`src/rtl/core/mab_pkg.sv`:
```
// Shared types and constants for the mesh area and bounds block.
package mab_pkg;

    typedef enum logic [3:0] {
        ST_IDLE,
        ST_DIFF,
        ST_DIFF_WAIT,
        ST_EDGE,
        ST_EDGE_WAIT,
        ST_M1,
        ST_M1_WAIT,
        ST_M2,
        ST_M2_WAIT,
        ST_M3,
        ST_M3_WAIT,
        ST_RAD,
        ST_RAD_WAIT,
        ST_COMMIT
    } t_state;

    typedef enum logic [1:0] {
        MUL_DIFF,
        MUL_PT1,
        MUL_T23,
        MUL_M12
    } t_mul_op;

    typedef enum logic {
        SQ_EDGE,
        SQ_RAD
    } t_sq_op;

    localparam logic [1:0] EDGE_AB = 2'd0;
    localparam logic [1:0] EDGE_BC = 2'd1;
    localparam logic [1:0] EDGE_AC = 2'd2;

    localparam logic [1:0] AXIS_X = 2'd0;
    localparam logic [1:0] AXIS_Y = 2'd1;
    localparam logic [1:0] AXIS_Z = 2'd2;

    localparam int AREA_BITS = 63;
    localparam logic [AREA_BITS-1:0] AREA_MAX = '1;

    typedef struct packed {
        logic       load;
        logic       mul_go;
        t_mul_op    mul_op;
        logic       sq_go;
        t_sq_op     sq_op;
        logic       acc_sq;
        logic       store_edge;
        logic       store_m1;
        logic       store_m2;
        logic       commit;
        logic       emit;
        logic [1:0] edge_sel;
        logic [1:0] axis_sel;
    } t_cmd;

    typedef struct packed {
        logic mul_done;
        logic sq_done;
        logic last_mesh;
    } t_sts;

endpackage

```
`src/rtl/core/mab_mul.sv`:
```
// Serial shift-and-add multiplier, one multiplier bit per cycle.
module mab_mul #(
    parameter int MW = 54
) (
    input  logic            i_clk,
    input  logic            i_rst_n,
    input  logic            i_go,
    input  logic [MW-1:0]   i_a,
    input  logic [MW-1:0]   i_b,
    output logic            o_done,
    output logic [2*MW-1:0] o_prod
);

    logic            r_busy;
    logic [2*MW-1:0] r_mcand;
    logic [MW-1:0]   r_mplier;
    logic [2*MW-1:0] r_prod;

    // finish early once the remaining multiplier bits are all zero
    assign o_done = r_busy && (r_mplier == '0);
    assign o_prod = r_prod;

    always_ff @(posedge i_clk) begin
        if (!i_rst_n) begin
            r_busy <= 1'b0;
        end else if (i_go) begin
            r_busy <= 1'b1;
        end else if (o_done) begin
            r_busy <= 1'b0;
        end
    end

    always_ff @(posedge i_clk) begin
        if (i_go) begin
            r_mcand  <= (2*MW)'(i_a);
            r_mplier <= i_b;
            r_prod   <= '0;
        end else if (r_busy && (r_mplier != '0)) begin
            if (r_mplier[0]) begin
                r_prod <= r_prod + r_mcand;
            end
            r_mcand  <= r_mcand << 1;
            r_mplier <= r_mplier >> 1;
        end
    end

endmodule

```
`src/rtl/core/mab_sqrt.sv`:
```
// Restoring integer square root, two radicand bits per cycle.
module mab_sqrt #(
    parameter int RW = 108
) (
    input  logic              i_clk,
    input  logic              i_rst_n,
    input  logic              i_go,
    input  logic [RW-1:0]     i_x,
    output logic              o_done,
    output logic [RW/2-1:0]   o_root
);

    localparam int RTW = RW / 2;
    localparam int CW  = $clog2(RTW + 1);

    logic              r_busy;
    logic [CW-1:0]     r_cnt;
    logic [RW-1:0]     r_x;
    logic [RTW+1:0]    r_rem;
    logic [RTW-1:0]    r_root;
    logic [RTW+1:0]    w_rem2;
    logic [RTW+1:0]    w_trial;

    assign o_done  = r_busy && (r_cnt == '0);
    assign o_root  = r_root;
    assign w_rem2  = {r_rem[RTW-1:0], r_x[RW-1 -: 2]};
    assign w_trial = {r_root, 2'b01};

    always_ff @(posedge i_clk) begin
        if (!i_rst_n) begin
            r_busy <= 1'b0;
        end else if (i_go) begin
            r_busy <= 1'b1;
        end else if (o_done) begin
            r_busy <= 1'b0;
        end
    end

    always_ff @(posedge i_clk) begin
        if (i_go) begin
            r_x    <= i_x;
            r_rem  <= '0;
            r_root <= '0;
            r_cnt  <= CW'(RTW);
        end else if (r_busy && (r_cnt != '0)) begin
            r_x   <= r_x << 2;
            r_cnt <= r_cnt - 1'b1;
            if (w_rem2 >= w_trial) begin
                r_rem  <= w_rem2 - w_trial;
                r_root <= {r_root[RTW-2:0], 1'b1};
            end else begin
                r_rem  <= w_rem2;
                r_root <= {r_root[RTW-2:0], 1'b0};
            end
        end
    end

endmodule

```
`src/rtl/core/mab_dp.sv`:
```
// Datapath: vertex hold, edge and Heron arithmetic, mesh accumulators.
module mab_dp #(
    parameter int COORD_BITS = 24,
    parameter int COUNT_BITS = 24
) (
    input  logic                      i_clk,
    input  logic                      i_rst_n,
    input  mab_pkg::t_cmd             i_cmd,
    input  logic [9*COORD_BITS-1:0]   i_in_data,
    input  logic                      i_last_mesh,
    input  logic                      i_last_model,
    output mab_pkg::t_sts             o_sts,
    output logic [3*COORD_BITS-1:0]   o_box_min,
    output logic [3*COORD_BITS-1:0]   o_box_max,
    output logic [COUNT_BITS-1:0]     o_count,
    output logic [62:0]               o_area,
    output logic                      o_model_done
);
    import mab_pkg::*;

    localparam int C   = COORD_BITS;
    localparam int SQW = 2 * C + 2;
    localparam int EW  = C + 1;
    localparam int PW  = EW + 2;
    localparam int MW  = 2 * PW;
    localparam int RW  = 2 * MW;
    localparam int RTW = MW;
    localparam int AW  = RTW - 2;
    localparam logic [C-1:0] MOST_POS = {1'b0, {(C-1){1'b1}}};
    localparam logic [C-1:0] MOST_NEG = {1'b1, {(C-1){1'b0}}};

    logic signed [C-1:0] r_va [3];
    logic signed [C-1:0] r_vb [3];
    logic signed [C-1:0] r_vc [3];
    logic                r_last_mesh;
    logic                r_last_model;
    logic [SQW-1:0]      r_sum;
    logic [EW-1:0]       r_len [3];
    logic [MW-1:0]       r_m1;
    logic [MW-1:0]       r_m2;
    logic signed [C-1:0] r_box_min [3];
    logic signed [C-1:0] r_box_max [3];
    logic [COUNT_BITS-1:0] r_cnt;
    logic [AREA_BITS-1:0]  r_acc;

    logic signed [C-1:0] w_p [3];
    logic signed [C-1:0] w_q [3];
    logic signed [C:0]   w_d;
    logic [C-1:0]        w_abs;
    logic [PW-1:0]       w_per, w_t1, w_t2, w_t3;
    logic                w_bad;
    logic [MW-1:0]       w_mul_a, w_mul_b;
    logic                w_mul_done;
    logic [RW-1:0]       w_prod;
    logic [RW-1:0]       w_sq_x;
    logic                w_sq_done;
    logic [RTW-1:0]      w_root;
    logic [AW-1:0]       w_area_w;
    logic [AREA_BITS-1:0] w_area;
    logic [AREA_BITS:0]  w_acc_sum;
    logic [AREA_BITS-1:0] n_acc;
    logic signed [C-1:0] n_min [3];
    logic signed [C-1:0] n_max [3];
    logic [COUNT_BITS-1:0] n_cnt;

    // pick the two end points of the current edge
    always_comb begin
        case (i_cmd.edge_sel)
            EDGE_AB: begin w_p = r_va; w_q = r_vb; end
            EDGE_BC: begin w_p = r_vb; w_q = r_vc; end
            default: begin w_p = r_va; w_q = r_vc; end
        endcase
    end

    assign w_d   = {w_p[i_cmd.axis_sel][C-1], w_p[i_cmd.axis_sel]}
                 - {w_q[i_cmd.axis_sel][C-1], w_q[i_cmd.axis_sel]};
    assign w_abs = w_d[C] ? C'(-w_d) : C'(w_d);

    assign w_per = PW'(r_len[0]) + PW'(r_len[1]) + PW'(r_len[2]);
    assign w_t1  = PW'(r_len[1]) + PW'(r_len[2]) - PW'(r_len[0]);
    assign w_t2  = PW'(r_len[0]) + PW'(r_len[2]) - PW'(r_len[1]);
    assign w_t3  = PW'(r_len[0]) + PW'(r_len[1]) - PW'(r_len[2]);
    assign w_bad = (PW'(r_len[0]) > PW'(r_len[1]) + PW'(r_len[2]))
                || (PW'(r_len[1]) > PW'(r_len[0]) + PW'(r_len[2]))
                || (PW'(r_len[2]) > PW'(r_len[0]) + PW'(r_len[1]));

    always_comb begin
        case (i_cmd.mul_op)
            MUL_DIFF: begin w_mul_a = MW'(w_abs); w_mul_b = MW'(w_abs); end
            MUL_PT1:  begin w_mul_a = MW'(w_per); w_mul_b = MW'(w_t1);  end
            MUL_T23:  begin w_mul_a = MW'(w_t2);  w_mul_b = MW'(w_t3);  end
            default:  begin w_mul_a = r_m1;       w_mul_b = r_m2;       end
        endcase
    end

    assign w_sq_x = (i_cmd.sq_op == SQ_EDGE) ? RW'(r_sum) : w_prod;

    mab_mul #(.MW(MW)) u_mul (
        .i_clk   (i_clk),
        .i_rst_n (i_rst_n),
        .i_go    (i_cmd.mul_go),
        .i_a     (w_mul_a),
        .i_b     (w_mul_b),
        .o_done  (w_mul_done),
        .o_prod  (w_prod)
    );

    mab_sqrt #(.RW(RW)) u_sqrt (
        .i_clk   (i_clk),
        .i_rst_n (i_rst_n),
        .i_go    (i_cmd.sq_go),
        .i_x     (w_sq_x),
        .o_done  (w_sq_done),
        .o_root  (w_root)
    );

    // area is a quarter of the root, saturated; a broken triangle gives zero
    assign w_area_w  = w_root[RTW-1:2];
    assign w_area    = w_bad ? '0
                     : (w_area_w > AW'(AREA_MAX)) ? AREA_MAX : AREA_BITS'(w_area_w);
    assign w_acc_sum = {1'b0, r_acc} + {1'b0, w_area};
    assign n_acc     = w_acc_sum[AREA_BITS] ? AREA_MAX : w_acc_sum[AREA_BITS-1:0];
    assign n_cnt     = (r_cnt == '1) ? r_cnt : r_cnt + 1'b1;

    always_comb begin
        for (int k = 0; k < 3; k++) begin
            n_min[k] = r_box_min[k];
            n_max[k] = r_box_max[k];
            if (r_va[k] < n_min[k]) n_min[k] = r_va[k];
            if (r_vb[k] < n_min[k]) n_min[k] = r_vb[k];
            if (r_vc[k] < n_min[k]) n_min[k] = r_vc[k];
            if (r_va[k] > n_max[k]) n_max[k] = r_va[k];
            if (r_vb[k] > n_max[k]) n_max[k] = r_vb[k];
            if (r_vc[k] > n_max[k]) n_max[k] = r_vc[k];
        end
    end

    // payload registers
    always_ff @(posedge i_clk) begin
        if (i_cmd.load) begin
            for (int k = 0; k < 3; k++) begin
                r_va[k] <= i_in_data[k*C +: C];
                r_vb[k] <= i_in_data[(3+k)*C +: C];
                r_vc[k] <= i_in_data[(6+k)*C +: C];
            end
            r_last_mesh  <= i_last_mesh;
            r_last_model <= i_last_model;
        end
        if (i_cmd.acc_sq) begin
            r_sum <= ((i_cmd.axis_sel == AXIS_X) ? '0 : r_sum) + SQW'(w_prod);
        end
        if (i_cmd.store_edge) begin
            case (i_cmd.edge_sel)
                EDGE_AB: r_len[0] <= EW'(w_root);
                EDGE_BC: r_len[1] <= EW'(w_root);
                default: r_len[2] <= EW'(w_root);
            endcase
        end
        if (i_cmd.store_m1) r_m1 <= MW'(w_prod);
        if (i_cmd.store_m2) r_m2 <= MW'(w_prod);
    end

    // mesh accumulators
    always_ff @(posedge i_clk) begin
        if (!i_rst_n || (i_cmd.commit && i_cmd.emit)) begin
            for (int k = 0; k < 3; k++) begin
                r_box_min[k] <= MOST_POS;
                r_box_max[k] <= MOST_NEG;
            end
            r_cnt <= '0;
            r_acc <= '0;
        end else if (i_cmd.commit) begin
            r_box_min <= n_min;
            r_box_max <= n_max;
            r_cnt     <= n_cnt;
            r_acc     <= n_acc;
        end
    end

    assign o_sts.mul_done  = w_mul_done;
    assign o_sts.sq_done   = w_sq_done;
    assign o_sts.last_mesh = r_last_mesh;

    assign o_box_min    = {n_min[2], n_min[1], n_min[0]};
    assign o_box_max    = {n_max[2], n_max[1], n_max[0]};
    assign o_count      = n_cnt;
    assign o_area       = n_acc;
    assign o_model_done = r_last_model;

endmodule

```
`src/rtl/core/mab_ctrl.sv`:
```
// Controller: sequences edges, Heron products and roots for one triangle.
module mab_ctrl (
    input  logic          i_clk,
    input  logic          i_rst_n,
    input  logic          i_in_valid,
    input  logic          i_out_free,
    input  mab_pkg::t_sts i_sts,
    output logic          o_ready,
    output mab_pkg::t_cmd o_cmd
);
    import mab_pkg::*;

    t_state     r_state, n_state;
    logic [1:0] r_edge, r_axis;

    always_ff @(posedge i_clk) begin
        if (!i_rst_n) begin
            r_state <= ST_IDLE;
        end else begin
            r_state <= n_state;
        end
    end

    always_ff @(posedge i_clk) begin
        if (!i_rst_n) begin
            r_edge <= EDGE_AB;
            r_axis <= AXIS_X;
        end else begin
            if (r_state == ST_IDLE) begin
                r_edge <= EDGE_AB;
                r_axis <= AXIS_X;
            end
            if (r_state == ST_DIFF_WAIT && i_sts.mul_done) begin
                r_axis <= (r_axis == AXIS_Z) ? AXIS_X : r_axis + 2'd1;
            end
            if (r_state == ST_EDGE_WAIT && i_sts.sq_done) begin
                r_edge <= r_edge + 2'd1;
            end
        end
    end

    always_comb begin
        n_state = r_state;
        case (r_state)
            ST_IDLE:      if (i_in_valid) n_state = ST_DIFF;
            ST_DIFF:      n_state = ST_DIFF_WAIT;
            ST_DIFF_WAIT: if (i_sts.mul_done) begin
                n_state = (r_axis == AXIS_Z) ? ST_EDGE : ST_DIFF;
            end
            ST_EDGE:      n_state = ST_EDGE_WAIT;
            ST_EDGE_WAIT: if (i_sts.sq_done) begin
                n_state = (r_edge == EDGE_AC) ? ST_M1 : ST_DIFF;
            end
            ST_M1:        n_state = ST_M1_WAIT;
            ST_M1_WAIT:   if (i_sts.mul_done) n_state = ST_M2;
            ST_M2:        n_state = ST_M2_WAIT;
            ST_M2_WAIT:   if (i_sts.mul_done) n_state = ST_M3;
            ST_M3:        n_state = ST_M3_WAIT;
            ST_M3_WAIT:   if (i_sts.mul_done) n_state = ST_RAD;
            ST_RAD:       n_state = ST_RAD_WAIT;
            ST_RAD_WAIT:  if (i_sts.sq_done) n_state = ST_COMMIT;
            ST_COMMIT:    if (!i_sts.last_mesh || i_out_free) n_state = ST_IDLE;
            default:      n_state = ST_IDLE;
        endcase
    end

    always_comb begin
        o_ready          = 1'b0;
        o_cmd            = '0;
        o_cmd.mul_op     = MUL_DIFF;
        o_cmd.sq_op      = SQ_EDGE;
        o_cmd.edge_sel   = r_edge;
        o_cmd.axis_sel   = r_axis;
        case (r_state)
            ST_IDLE: begin
                // hold ready low while reset is asserted
                o_ready    = i_rst_n;
                o_cmd.load = i_in_valid;
            end
            ST_DIFF:      o_cmd.mul_go = 1'b1;
            ST_DIFF_WAIT: o_cmd.acc_sq = i_sts.mul_done;
            ST_EDGE:      o_cmd.sq_go = 1'b1;
            ST_EDGE_WAIT: o_cmd.store_edge = i_sts.sq_done;
            ST_M1: begin
                o_cmd.mul_go = 1'b1;
                o_cmd.mul_op = MUL_PT1;
            end
            ST_M1_WAIT:   o_cmd.store_m1 = i_sts.mul_done;
            ST_M2: begin
                o_cmd.mul_go = 1'b1;
                o_cmd.mul_op = MUL_T23;
            end
            ST_M2_WAIT:   o_cmd.store_m2 = i_sts.mul_done;
            ST_M3: begin
                o_cmd.mul_go = 1'b1;
                o_cmd.mul_op = MUL_M12;
            end
            ST_RAD: begin
                o_cmd.sq_go = 1'b1;
                o_cmd.sq_op = SQ_RAD;
            end
            ST_COMMIT: begin
                o_cmd.commit = !i_sts.last_mesh || i_out_free;
                o_cmd.emit   = i_sts.last_mesh && i_out_free;
            end
            default: o_ready = 1'b0;
        endcase
    end

endmodule

```
`src/rtl/core/mesh_area_and_bounds.sv`:
```
// Top level: per-mesh Heron area sum and bounding box of a triangle stream.
//
//  channel   | dir | tdata                               | tlast        | tuser
//  ----------+-----+-------------------------------------+--------------+--------------
//  s_axis    | in  | ax ay az bx by_coord bz cx cy cz    | last_of_mesh | last_of_model
//  m_axis    | out | min xyz, max xyz, count, area_sum   | -            | model_done
//
// One triangle at a time. Each takes nine serial squarings (one multiplier bit
// a cycle), two short Heron products, one long product and four restoring
// roots. The serial multiplier and the root unit set the time per triangle.
// Reset is synchronous, active low; it empties the accumulators and the output
// register and holds s_axis_tready low. A stalled output stalls only the closing
// triangle of a mesh: the result waits in the output register while the next
// triangle is taken.
module mesh_area_and_bounds #(
    parameter int COORD_BITS = 24,
    parameter int COUNT_BITS = 24
) (
    input  logic                 i_clk,
    input  logic                 i_rst_n,
    input  logic                 s_axis_tvalid,
    output logic                 s_axis_tready,
    // ax, ay, az, bx, by_coord, bz, cx, cy, cz from bit 0 up, zero padded
    input  logic [((9*COORD_BITS+7)/8)*8-1:0] s_axis_tdata,
    input  logic                 s_axis_tlast,
    // last_of_model
    input  logic                 s_axis_tuser,
    output logic                 m_axis_tvalid,
    input  logic                 m_axis_tready,
    // min_x, min_y, min_z, max_x, max_y, max_z, triangle_count, area_sum
    // from bit 0 up, zero padded
    output logic [((6*COORD_BITS+COUNT_BITS+63+7)/8)*8-1:0] m_axis_tdata,
    // model_done
    output logic                 m_axis_tuser
);
    import mab_pkg::*;

    localparam int OUT_DW = ((6*COORD_BITS + COUNT_BITS + 63 + 7) / 8) * 8;

    t_cmd  w_cmd;
    t_sts  w_sts;
    logic  w_out_free;
    logic [3*COORD_BITS-1:0] w_box_min, w_box_max;
    logic [COUNT_BITS-1:0]   w_count;
    logic [62:0]             w_area;
    logic                    w_model_done;

    logic              r_m_valid;
    logic [OUT_DW-1:0] r_m_data;
    logic              r_m_user;

    // the output slot is free when empty or drained in this cycle
    assign w_out_free = !r_m_valid || m_axis_tready;

    mab_ctrl u_ctrl (
        .i_clk      (i_clk),
        .i_rst_n    (i_rst_n),
        .i_in_valid (s_axis_tvalid),
        .i_out_free (w_out_free),
        .i_sts      (w_sts),
        .o_ready    (s_axis_tready),
        .o_cmd      (w_cmd)
    );

    mab_dp #(
        .COORD_BITS (COORD_BITS),
        .COUNT_BITS (COUNT_BITS)
    ) u_dp (
        .i_clk        (i_clk),
        .i_rst_n      (i_rst_n),
        .i_cmd        (w_cmd),
        .i_in_data    (s_axis_tdata[9*COORD_BITS-1:0]),
        .i_last_mesh  (s_axis_tlast),
        .i_last_model (s_axis_tuser),
        .o_sts        (w_sts),
        .o_box_min    (w_box_min),
        .o_box_max    (w_box_max),
        .o_count      (w_count),
        .o_area       (w_area),
        .o_model_done (w_model_done)
    );

    // output register: hold the mesh result until the transaction completes
    always_ff @(posedge i_clk) begin
        if (!i_rst_n) begin
            r_m_valid <= 1'b0;
        end else if (w_cmd.emit) begin
            r_m_valid <= 1'b1;
        end else if (m_axis_tready) begin
            r_m_valid <= 1'b0;
        end
    end

    always_ff @(posedge i_clk) begin
        if (w_cmd.emit) begin
            r_m_data <= OUT_DW'({w_area, w_count, w_box_max, w_box_min});
            r_m_user <= w_model_done;
        end
    end

    assign m_axis_tvalid = r_m_valid;
    assign m_axis_tdata  = r_m_data;
    assign m_axis_tuser  = r_m_user;

    // never overwrite a result that is still waiting
    a_no_overwrite: assert property (@(posedge i_clk) disable iff (!i_rst_n)
        w_cmd.emit |-> (!r_m_valid || m_axis_tready))
        else $error("mesh result overwritten");

    // one triangle in flight: taking one drops ready in the next cycle
    a_one_in_flight: assert property (@(posedge i_clk) disable iff (!i_rst_n)
        (s_axis_tvalid && s_axis_tready) |=> !s_axis_tready)
        else $error("second triangle taken while busy");

    // an emitted mesh always holds its closing triangle
    a_count_nonzero: assert property (@(posedge i_clk) disable iff (!i_rst_n)
        w_cmd.emit |-> (w_count != '0))
        else $error("mesh emitted with zero triangles");

    // results only leave from the commit step of a closing triangle
    a_emit_commit: assert property (@(posedge i_clk) disable iff (!i_rst_n)
        w_cmd.emit |-> (w_cmd.commit && w_sts.last_mesh))
        else $error("emit outside a closing commit");

endmodule

```
`config.mk`:
```
export PLATFORM = sky130hd
export DESIGN_NAME = mesh_area_and_bounds
export DESIGN_NICKNAME = d
export VERILOG_FILES = /design/src/rtl/core/mab_pkg.sv /design/src/rtl/core/mab_mul.sv /design/src/rtl/core/mab_sqrt.sv /design/src/rtl/core/mab_dp.sv /design/src/rtl/core/mab_ctrl.sv /design/src/rtl/core/mesh_area_and_bounds.sv
export SDC_FILE = /design/constraint.sdc
export NUM_CORES = 2
export LEC_CHECK = 0
export ABC_AREA = 1
export BUFFER_PORTS_ARGS = -buffer_cell sky130_fd_sc_hd__clkbuf_2
export CORE_MARGIN = 2
export CORE_UTILIZATION = 40
export DETAILED_ROUTE_END_ITERATION = 8
export PLACE_DENSITY_LB_ADDON = 0.3
export SLEW_MARGIN = 25
export SYNTH_ARGS = -nofsm -noshare
export SYNTH_HDL_FRONTEND = slang
export SYNTH_HIERARCHICAL = 1
export SYNTH_SLANG_ARGS = --single-unit
```
`constraint.sdc`:
```
create_clock -name i_clk -period 36.8 [get_ports i_clk]
set_input_delay 3.68 -clock i_clk [delete_from_list [all_inputs] [get_ports i_clk]]
set_output_delay 3.68 -clock i_clk [all_outputs]
set_load 0.05 [all_outputs]
```
=== Word-level counts from Yosys, hierarchy flattened ===
Memories as Yosys holds them, arrays and structs flattened.
Cells that the tools add are included.

* Register bits: 1342
* Memory bits (writable): 75
* Input port bits: 222
* Output and inout bits: 235
* Memories: 1

{| class="wikitable"
|+ Memory list
! memory !! words !! width !! rd ports !! clocked after Yosys merged registers in !! wr ports !! RTL line !! text
|-
| u_dp.r_len || 3 || 25 || 3 || 0 || 1 || mab_dp.sv:38 || <nowiki>logic [EW-1:0] r_len [3];</nowiki>
|}

* Add/sub/neg operators: 17
* Order comparisons: 24
* Equality and inequality tests: 27
* Muxes and demuxes: 90
* Bitwise operators: 1
* Reduce and logical (&&, ||, !) cells: 38

{| class="wikitable"
|+ Operator list
! kind !! number
|-
| $mux W24 || 24
|-
| $mux W108 || 3
|-
| $pmux W54 S3 || 2
|-
| $mux W54 || 5
|-
| $gt A24 B24 Y1 || 9
|-
| $lt A24 B24 Y1 || 9
|-
| $mux W63 || 3
|-
| $mux W72 || 2
|-
| $add A108 B108 Y108 || 1
|-
| $bmux W24 S2 || 2
|-
| $gt A25 B27 Y1 || 3
|-
| $sub A27 B25 Y27 || 3
|-
| $add A25 B25 Y26 || 3
|-
| $add A63 B63 Y64 || 1
|-
| $ge A56 B56 Y1 || 1
|-
| $pmux W4 S14 || 1
|-
| $logic_not A54 Y1 || 1
|-
| $reduce_bool A54 Y1 || 1
|-
| $sub A54 B54 Y54 || 1
|-
| $gt A52 B52 Y1 const B || 1
|-
| $add A50 B50 Y50 || 1
|-
| $mux W25 || 2
|-
| $mux W50 || 1
|-
| $reduce_or A25 Y1 || 2
|-
| 34 further kinds || 115
|}

=== Longest topological paths before layout ===
* Depth after elaboration: 10
* Mapped depth: 64

=== Modules after synthesis ===
Netlist, hierarchy kept.

{| class="wikitable"
|+ By module, submodules not included
! module !! times used !! cells each !! area an instance (µm²) !! sequential area each (µm²)
|-
| mab_dp || 1 || 8536 || 60898.4 || 18167.4
|-
| mab_mul || 1 || 3665 || 21759.6 || 6506.2
|-
| mab_sqrt || 1 || 2008 || 13608.1 || 5545.3
|-
| mesh_area_and_bounds || 1 || 240 || 7024.2 || 6986.7
|-
| mab_ctrl || 1 || 124 || 695.7 || 160.2
|}

=== Worst setup path before layout ===
Ideal clock, no wire load.

* Path type: in2reg
* From: input port m_axis_tready
* To: register u_dp.r_cnt[10]
* Data arrival time: 14.868 ns
* Setup slack: 21.816 ns
* Cell stages on the path: 11
* Path buffers: 2
* Cells stage by stage: inv_1 > nand2_2 > nand2_1 > nor2_1 > nand2_1 > nand2_1 > clkbuf_1 > clkbuf_1 > nor2_1 > o21ai_0 > inv_1

{| class="wikitable"
|+ RTL lines
! element !! RTL line !! text
|-
| start: declaration || mesh_area_and_bounds.sv:29 || <nowiki>input logic m_axis_tready,</nowiki>
|-
| end signal: assignment || mab_dp.sv:175 || <nowiki>r_cnt <= n_cnt;</nowiki>
|-
| end: declaration || mab_dp.sv:43 || <nowiki>logic [COUNT_BITS-1:0] r_cnt;</nowiki>
|}

=== Worst setup path after layout ===
* From: register u_dp/r_va[71] (netlist bit)
* To: register r_m_data[83], in the netlist m_axis_tdata[83], data pin

* Cells in the longest elaborated chain, start to end: 6

{| class="wikitable"
|+ Ends and longest elaborated chain
! element !! RTL line !! text
|-
| start: declaration || mab_dp.sv:32 || <nowiki>logic signed [C-1:0] r_va [3];</nowiki>
|-
| start signal: indexed assignment || mab_dp.sv:142 || <nowiki>r_va[k] <= i_in_data[k*C +: C];</nowiki>
|-
| $gt A24 B24 Y1 || mab_dp.sv:132 || <nowiki>if (r_va[k] > n_max[k]) n_max[k] = r_va[k];</nowiki>
|-
| $mux W24 (*) || mab_dp.sv:132 ||
|-
| $gt A24 B24 Y1 || mab_dp.sv:133 || <nowiki>if (r_vb[k] > n_max[k]) n_max[k] = r_vb[k];</nowiki>
|-
| $mux W24 (*) || mab_dp.sv:133 ||
|-
| $gt A24 B24 Y1 || mab_dp.sv:134 || <nowiki>if (r_vc[k] > n_max[k]) n_max[k] = r_vc[k];</nowiki>
|-
| $mux W24 (*) || mab_dp.sv:134 ||
|-
| named net w_box_max[11] || mesh_area_and_bounds.sv:43 || <nowiki>logic [3*COORD_BITS-1:0] w_box_min, w_box_max;</nowiki>
|-
| end signal: assignment || mesh_area_and_bounds.sv:96 || <nowiki>r_m_data <= OUT_DW'({w_area, w_count, w_box_max, w_box_min});</nowiki>
|-
| end: declaration || mesh_area_and_bounds.sv:49 || <nowiki>logic [OUT_DW-1:0] r_m_data;</nowiki>
|}

Mark *: on every way through the listed nets, which the timed path passes. The rest lies on a longest branch.
A chain may end at the register's enable or synchronous reset.

==> results summary <==
The run finished, with violations left. The final reports fail on design-rule violations. The synthesis-to-finish area growth is 10.84%.

In the routed design, unresolved DRC markers number 9. The critical path arrival came out at 10880 ps. For this run, the leading register cell type out of synthesis is edfxtp_1. The via total after detailed routing came out at 96730. In the layout the commonest cells are nand2_1 (4168), inv_1 (2321), nor2_1 (1132). Across every metal layer, demand over resource in global routing totals 27.47%. The cts-stage hold buffer count is 0.

Broken down by cell family, the worst path's largest delay share belongs to simple AND/OR/NAND/NOR gates. Setup repair after global routing left no endpoint under its margin. The source-to-sink clock delay at the later pin of the worst-skew pair came out at 870 ps.

The horizontal extent of the die came out at 513.9 um. Sorting the synthesized cells by area gives the leading types as edfxtp_1 (26%), nand2_1 (15%), ha_1 (12%), dfxtp_1 (10%), inv_1 (8.4%). The number of buffers inserted during clock tree synthesis came out at 164. STA classifies the critical path startpoint as a register. In the final layout, flip-flops and latches occupy 0.03737 mm^2.

Once the floorplan was initialized, standard cells occupied 40.15% of the core. The clock period could shrink to 10300 ps. The number of hold-slack violations in the final timing report is 0. Summed over all cells, the static leakage comes to 57.03 nW. The first TritonRoute pass finished after 9 iterations. The number of levels the H-tree was split into came out at 4.

The internal power of the cells totals 4.850 mW. The post-DP HPWL is 292.7 mm. The row count came out at 187. The clock-pin slew of the registers on the worst-case setup and hold paths is 60 ps. The first global-routing pass estimated 554.5 mm of wire. In this run, the number of DRC markers left after iteration 0 of detailed routing was 8698. After clock tree synthesis, the setup repair step added 0 buffers.

The part of the cycle the worst path needs came out at 27.99%. For this design the total switching power over the nets is 5.094 mW. The I/O pin total came out at 457.

The post-CTS resize count came out at 0. The library cell used most frequently in the layout, excluding fill and tap cells, is nand2_1. The worst hold path belongs to the class register to register.

The top-area cell type share of the netlist area came out at 25.96%. The number of slew-limit violations in the final report was 0. For the final database, setup skew stands at 58.07 ps.

The peak clock frequency supported by timing came out at 97.07 MHz. The count of nets left with antenna violations once routing finished came out at 0. The per-cell via count in the routed design came out at 5.252. In this run the power density over the cells is 86.27 mW/mm^2. In this run the vertical extent of the chip is 513.9 um.

Each instance of the synthesized netlist takes up on average 7.136 um^2. The filler cells instantiated in the layout total 26670. The number of buffers added on ports came out at 455. The number of storage elements in the synthesis netlist is 1417. The number of global-route vias before repair is 89610. The largest voltage drop on the vdd net is 0.0001038 V. In this run, flip-flops and latches consume 26.1% of the power. The relative max-transition margin is 18.92%.

The area of the placeable core is 0.2590 mm^2. Summed over all layers, the global routing overflow is 0. The fraction of synthesis flops using an asynchronous set or reset pin came out at 0%. Synthesis handed over a netlist of 14570 instances. The initial antenna violation count came to 17. The synthesized design contains 899 enable-type register cells. The CTS tree is built. Per report_power, the combinational group accounts for 56.4% of the total.

On the critical path, the stage with the largest delay is an instance of clkinv_1. The final hold slack came out at 417.7 ps. The number of buffer and inverter instances along the worst setup path is 2. Across the run, the number of max-cap violations was 0. The fraction of power spent switching nets is 51.23%.

Along the worst path, the maximum fanout reaches 46. The count of cell types in the netlist is 77. In this run the clock root is driven by a clkbuf_16. For the pin with the worst max-slew slack, the measured transition is 1216 ps.

The required time of the worst setup path came out at 37380 ps. The setup TNS came out at 0 ps. The maximum clock insertion buffer count is 3. The post-synth design cell area is 0.1040 mm^2. The count of endpoints failing setup in the final report is 0. The combined area of the multi-input logic cells is 0.05599 mm^2. Dividing the detail-routed wire length by the instance count gives 20.37 um. The number of instances in the placed design is 18100. The floorplan step defined a die boundary enclosing 0.2641 mm^2. The critical path is of the register to register type.

The filler-free cell count of the finished design came out at 18420. The number of clock sinks seen by CTS is 1417. The total detailed-routing wirelength came out at 375.2 mm. The finished cells cover 0.1153 mm^2. The synthesized design spends more area on one cell type than any other, namely edfxtp_1. In this design, the critical path's most frequently occurring cell is nand2_1. STA classifies the critical path endpoint as a register. The standard cell area after detailed placement came out at 0.1095 mm^2. The post-layout net count is 16070. The critical path's largest stage delay is 1150 ps.

Yosys printed 6 warnings. The design draws 9.944 mW. Entering global routing, the biggest net connects 157 pins. The fraction of final layout cells with drive strength greater than 1 came out at 7.099%. The sequential element share of the synthesized area is 35.93%. The last weighted congestion value of the routability-driven placer is 1.059. The clock network is responsible for 17.5% of the overall power.
==> cells by family (layout without fill, tap and decap cells) <==
group                    Yosys count  count (layout)  synth area share, %
AND/OR/NAND/NOR                 6617            6617                26.35
AO/OA/AOI/OAI                   2461            2461                13.06
flip-flops                      1417            1417                35.93
other                              2              24             0.007222
XOR/XNOR                         284             284                2.399
buffers and inverters           2810            3229                10.36
adder cells (fa/ha/maj)          982             982                11.90
==> state kept, by name, summed over array words and instances, names as in the netlist, 54 cells and up <==
name,flops
m_axis_tdata,231
u_dp/u_mul/o_prod,108
u_dp/u_mul/r_mcand,108
u_dp/u_sqrt/r_x,108
u_dp/r_len,75
u_dp/r_box_max,72
u_dp/r_box_min,72
u_dp/r_va,72
u_dp/r_vb,72
u_dp/r_vc,72
u_dp/r_acc,63
u_dp/r_m1,54
u_dp/r_m2,54
u_dp/u_mul/r_mplier,54
u_dp/u_sqrt/o_root,54
u_dp/u_sqrt/r_rem,54
==> cell type report <==
class	count	area share, %
multi-input cells	10360	48.58
clock buffers	210	3.873
flip-flops and latches	1417	32.42
inverters	2393	7.816
clock inverters	97	1.116
diodes	12	0.02605
repair buffers	529	2.479
well taps	3402	3.693
==> through the flow <==
step | utilization [%] | setup slack [ps]
floorplan | - | 21820
global placement | 42.27 | 26870
detailed placement | 42.27 | 26790
CTS | 44.49 | 26770
global route | 44.49 | 25810
finish | 44.50 | 26500
==> final timing paths <==
kind                startpoint  cells after the start          endpoint  slack, ps
min reg2reg  u_dp/o_model_done                      0      m_axis_tuser        420
max              u_dp/r_va[71]                     37  m_axis_tdata[83]      26500
min          u_dp/o_model_done                      0      m_axis_tuser        420
max reg2reg      u_dp/r_va[71]                     37  m_axis_tdata[83]      26500
==> metal layers <==
metal / GRT usage [%] / routed length (um) / vias to the layer above
met4: 13.01 / 19910 / 4
met1: 36.38 / 161600 / 44670
met5: 0 / 26 / -
met3: 4.004 / 26970 / 696
met2: 43.94 / 166700 / 3385
li1: - / - / 47970
==> cell usage after synthesis, types with 37 or more instances <==
master       n
ha_1       971
dfxtp_1    518
inv_1     2327
nor2_1    1144
buf_2       50
o211ai_1    39
and2_1      92
xor2_1     183
or2_2       49
o21bai_1    38
nand2_1   4172
a31oi_1     60
o22ai_1    103
o21ai_0    812
nor3_1      93
xnor2_1    100
nand4_1    192
nand3_1    695
edfxtp_1   899
inv_2       57
o21ai_1     80
nor2_2      37
a21oi_1   1045
clkbuf_1   305
o21a_1      96
==> power by group through the flow <==
| stage | logic (mW) | registers [mW] | clock network (mW) |
|---|---|---|---|
| final | 5.61 | 2.60 | 1.74 |
| after CTS | 5.49 | 2.58 | 1.77 |
| after global placement | 5.42 | 2.61 | 0 |
| after floorplan | 3.81 | 2.45 | 0 |
| after detailed placement | 5.47 | 2.61 | 0 |
| after global routing | 6.20 | 2.61 | 1.83 |
No activity file was read; power rests on OpenSTA's default activity.
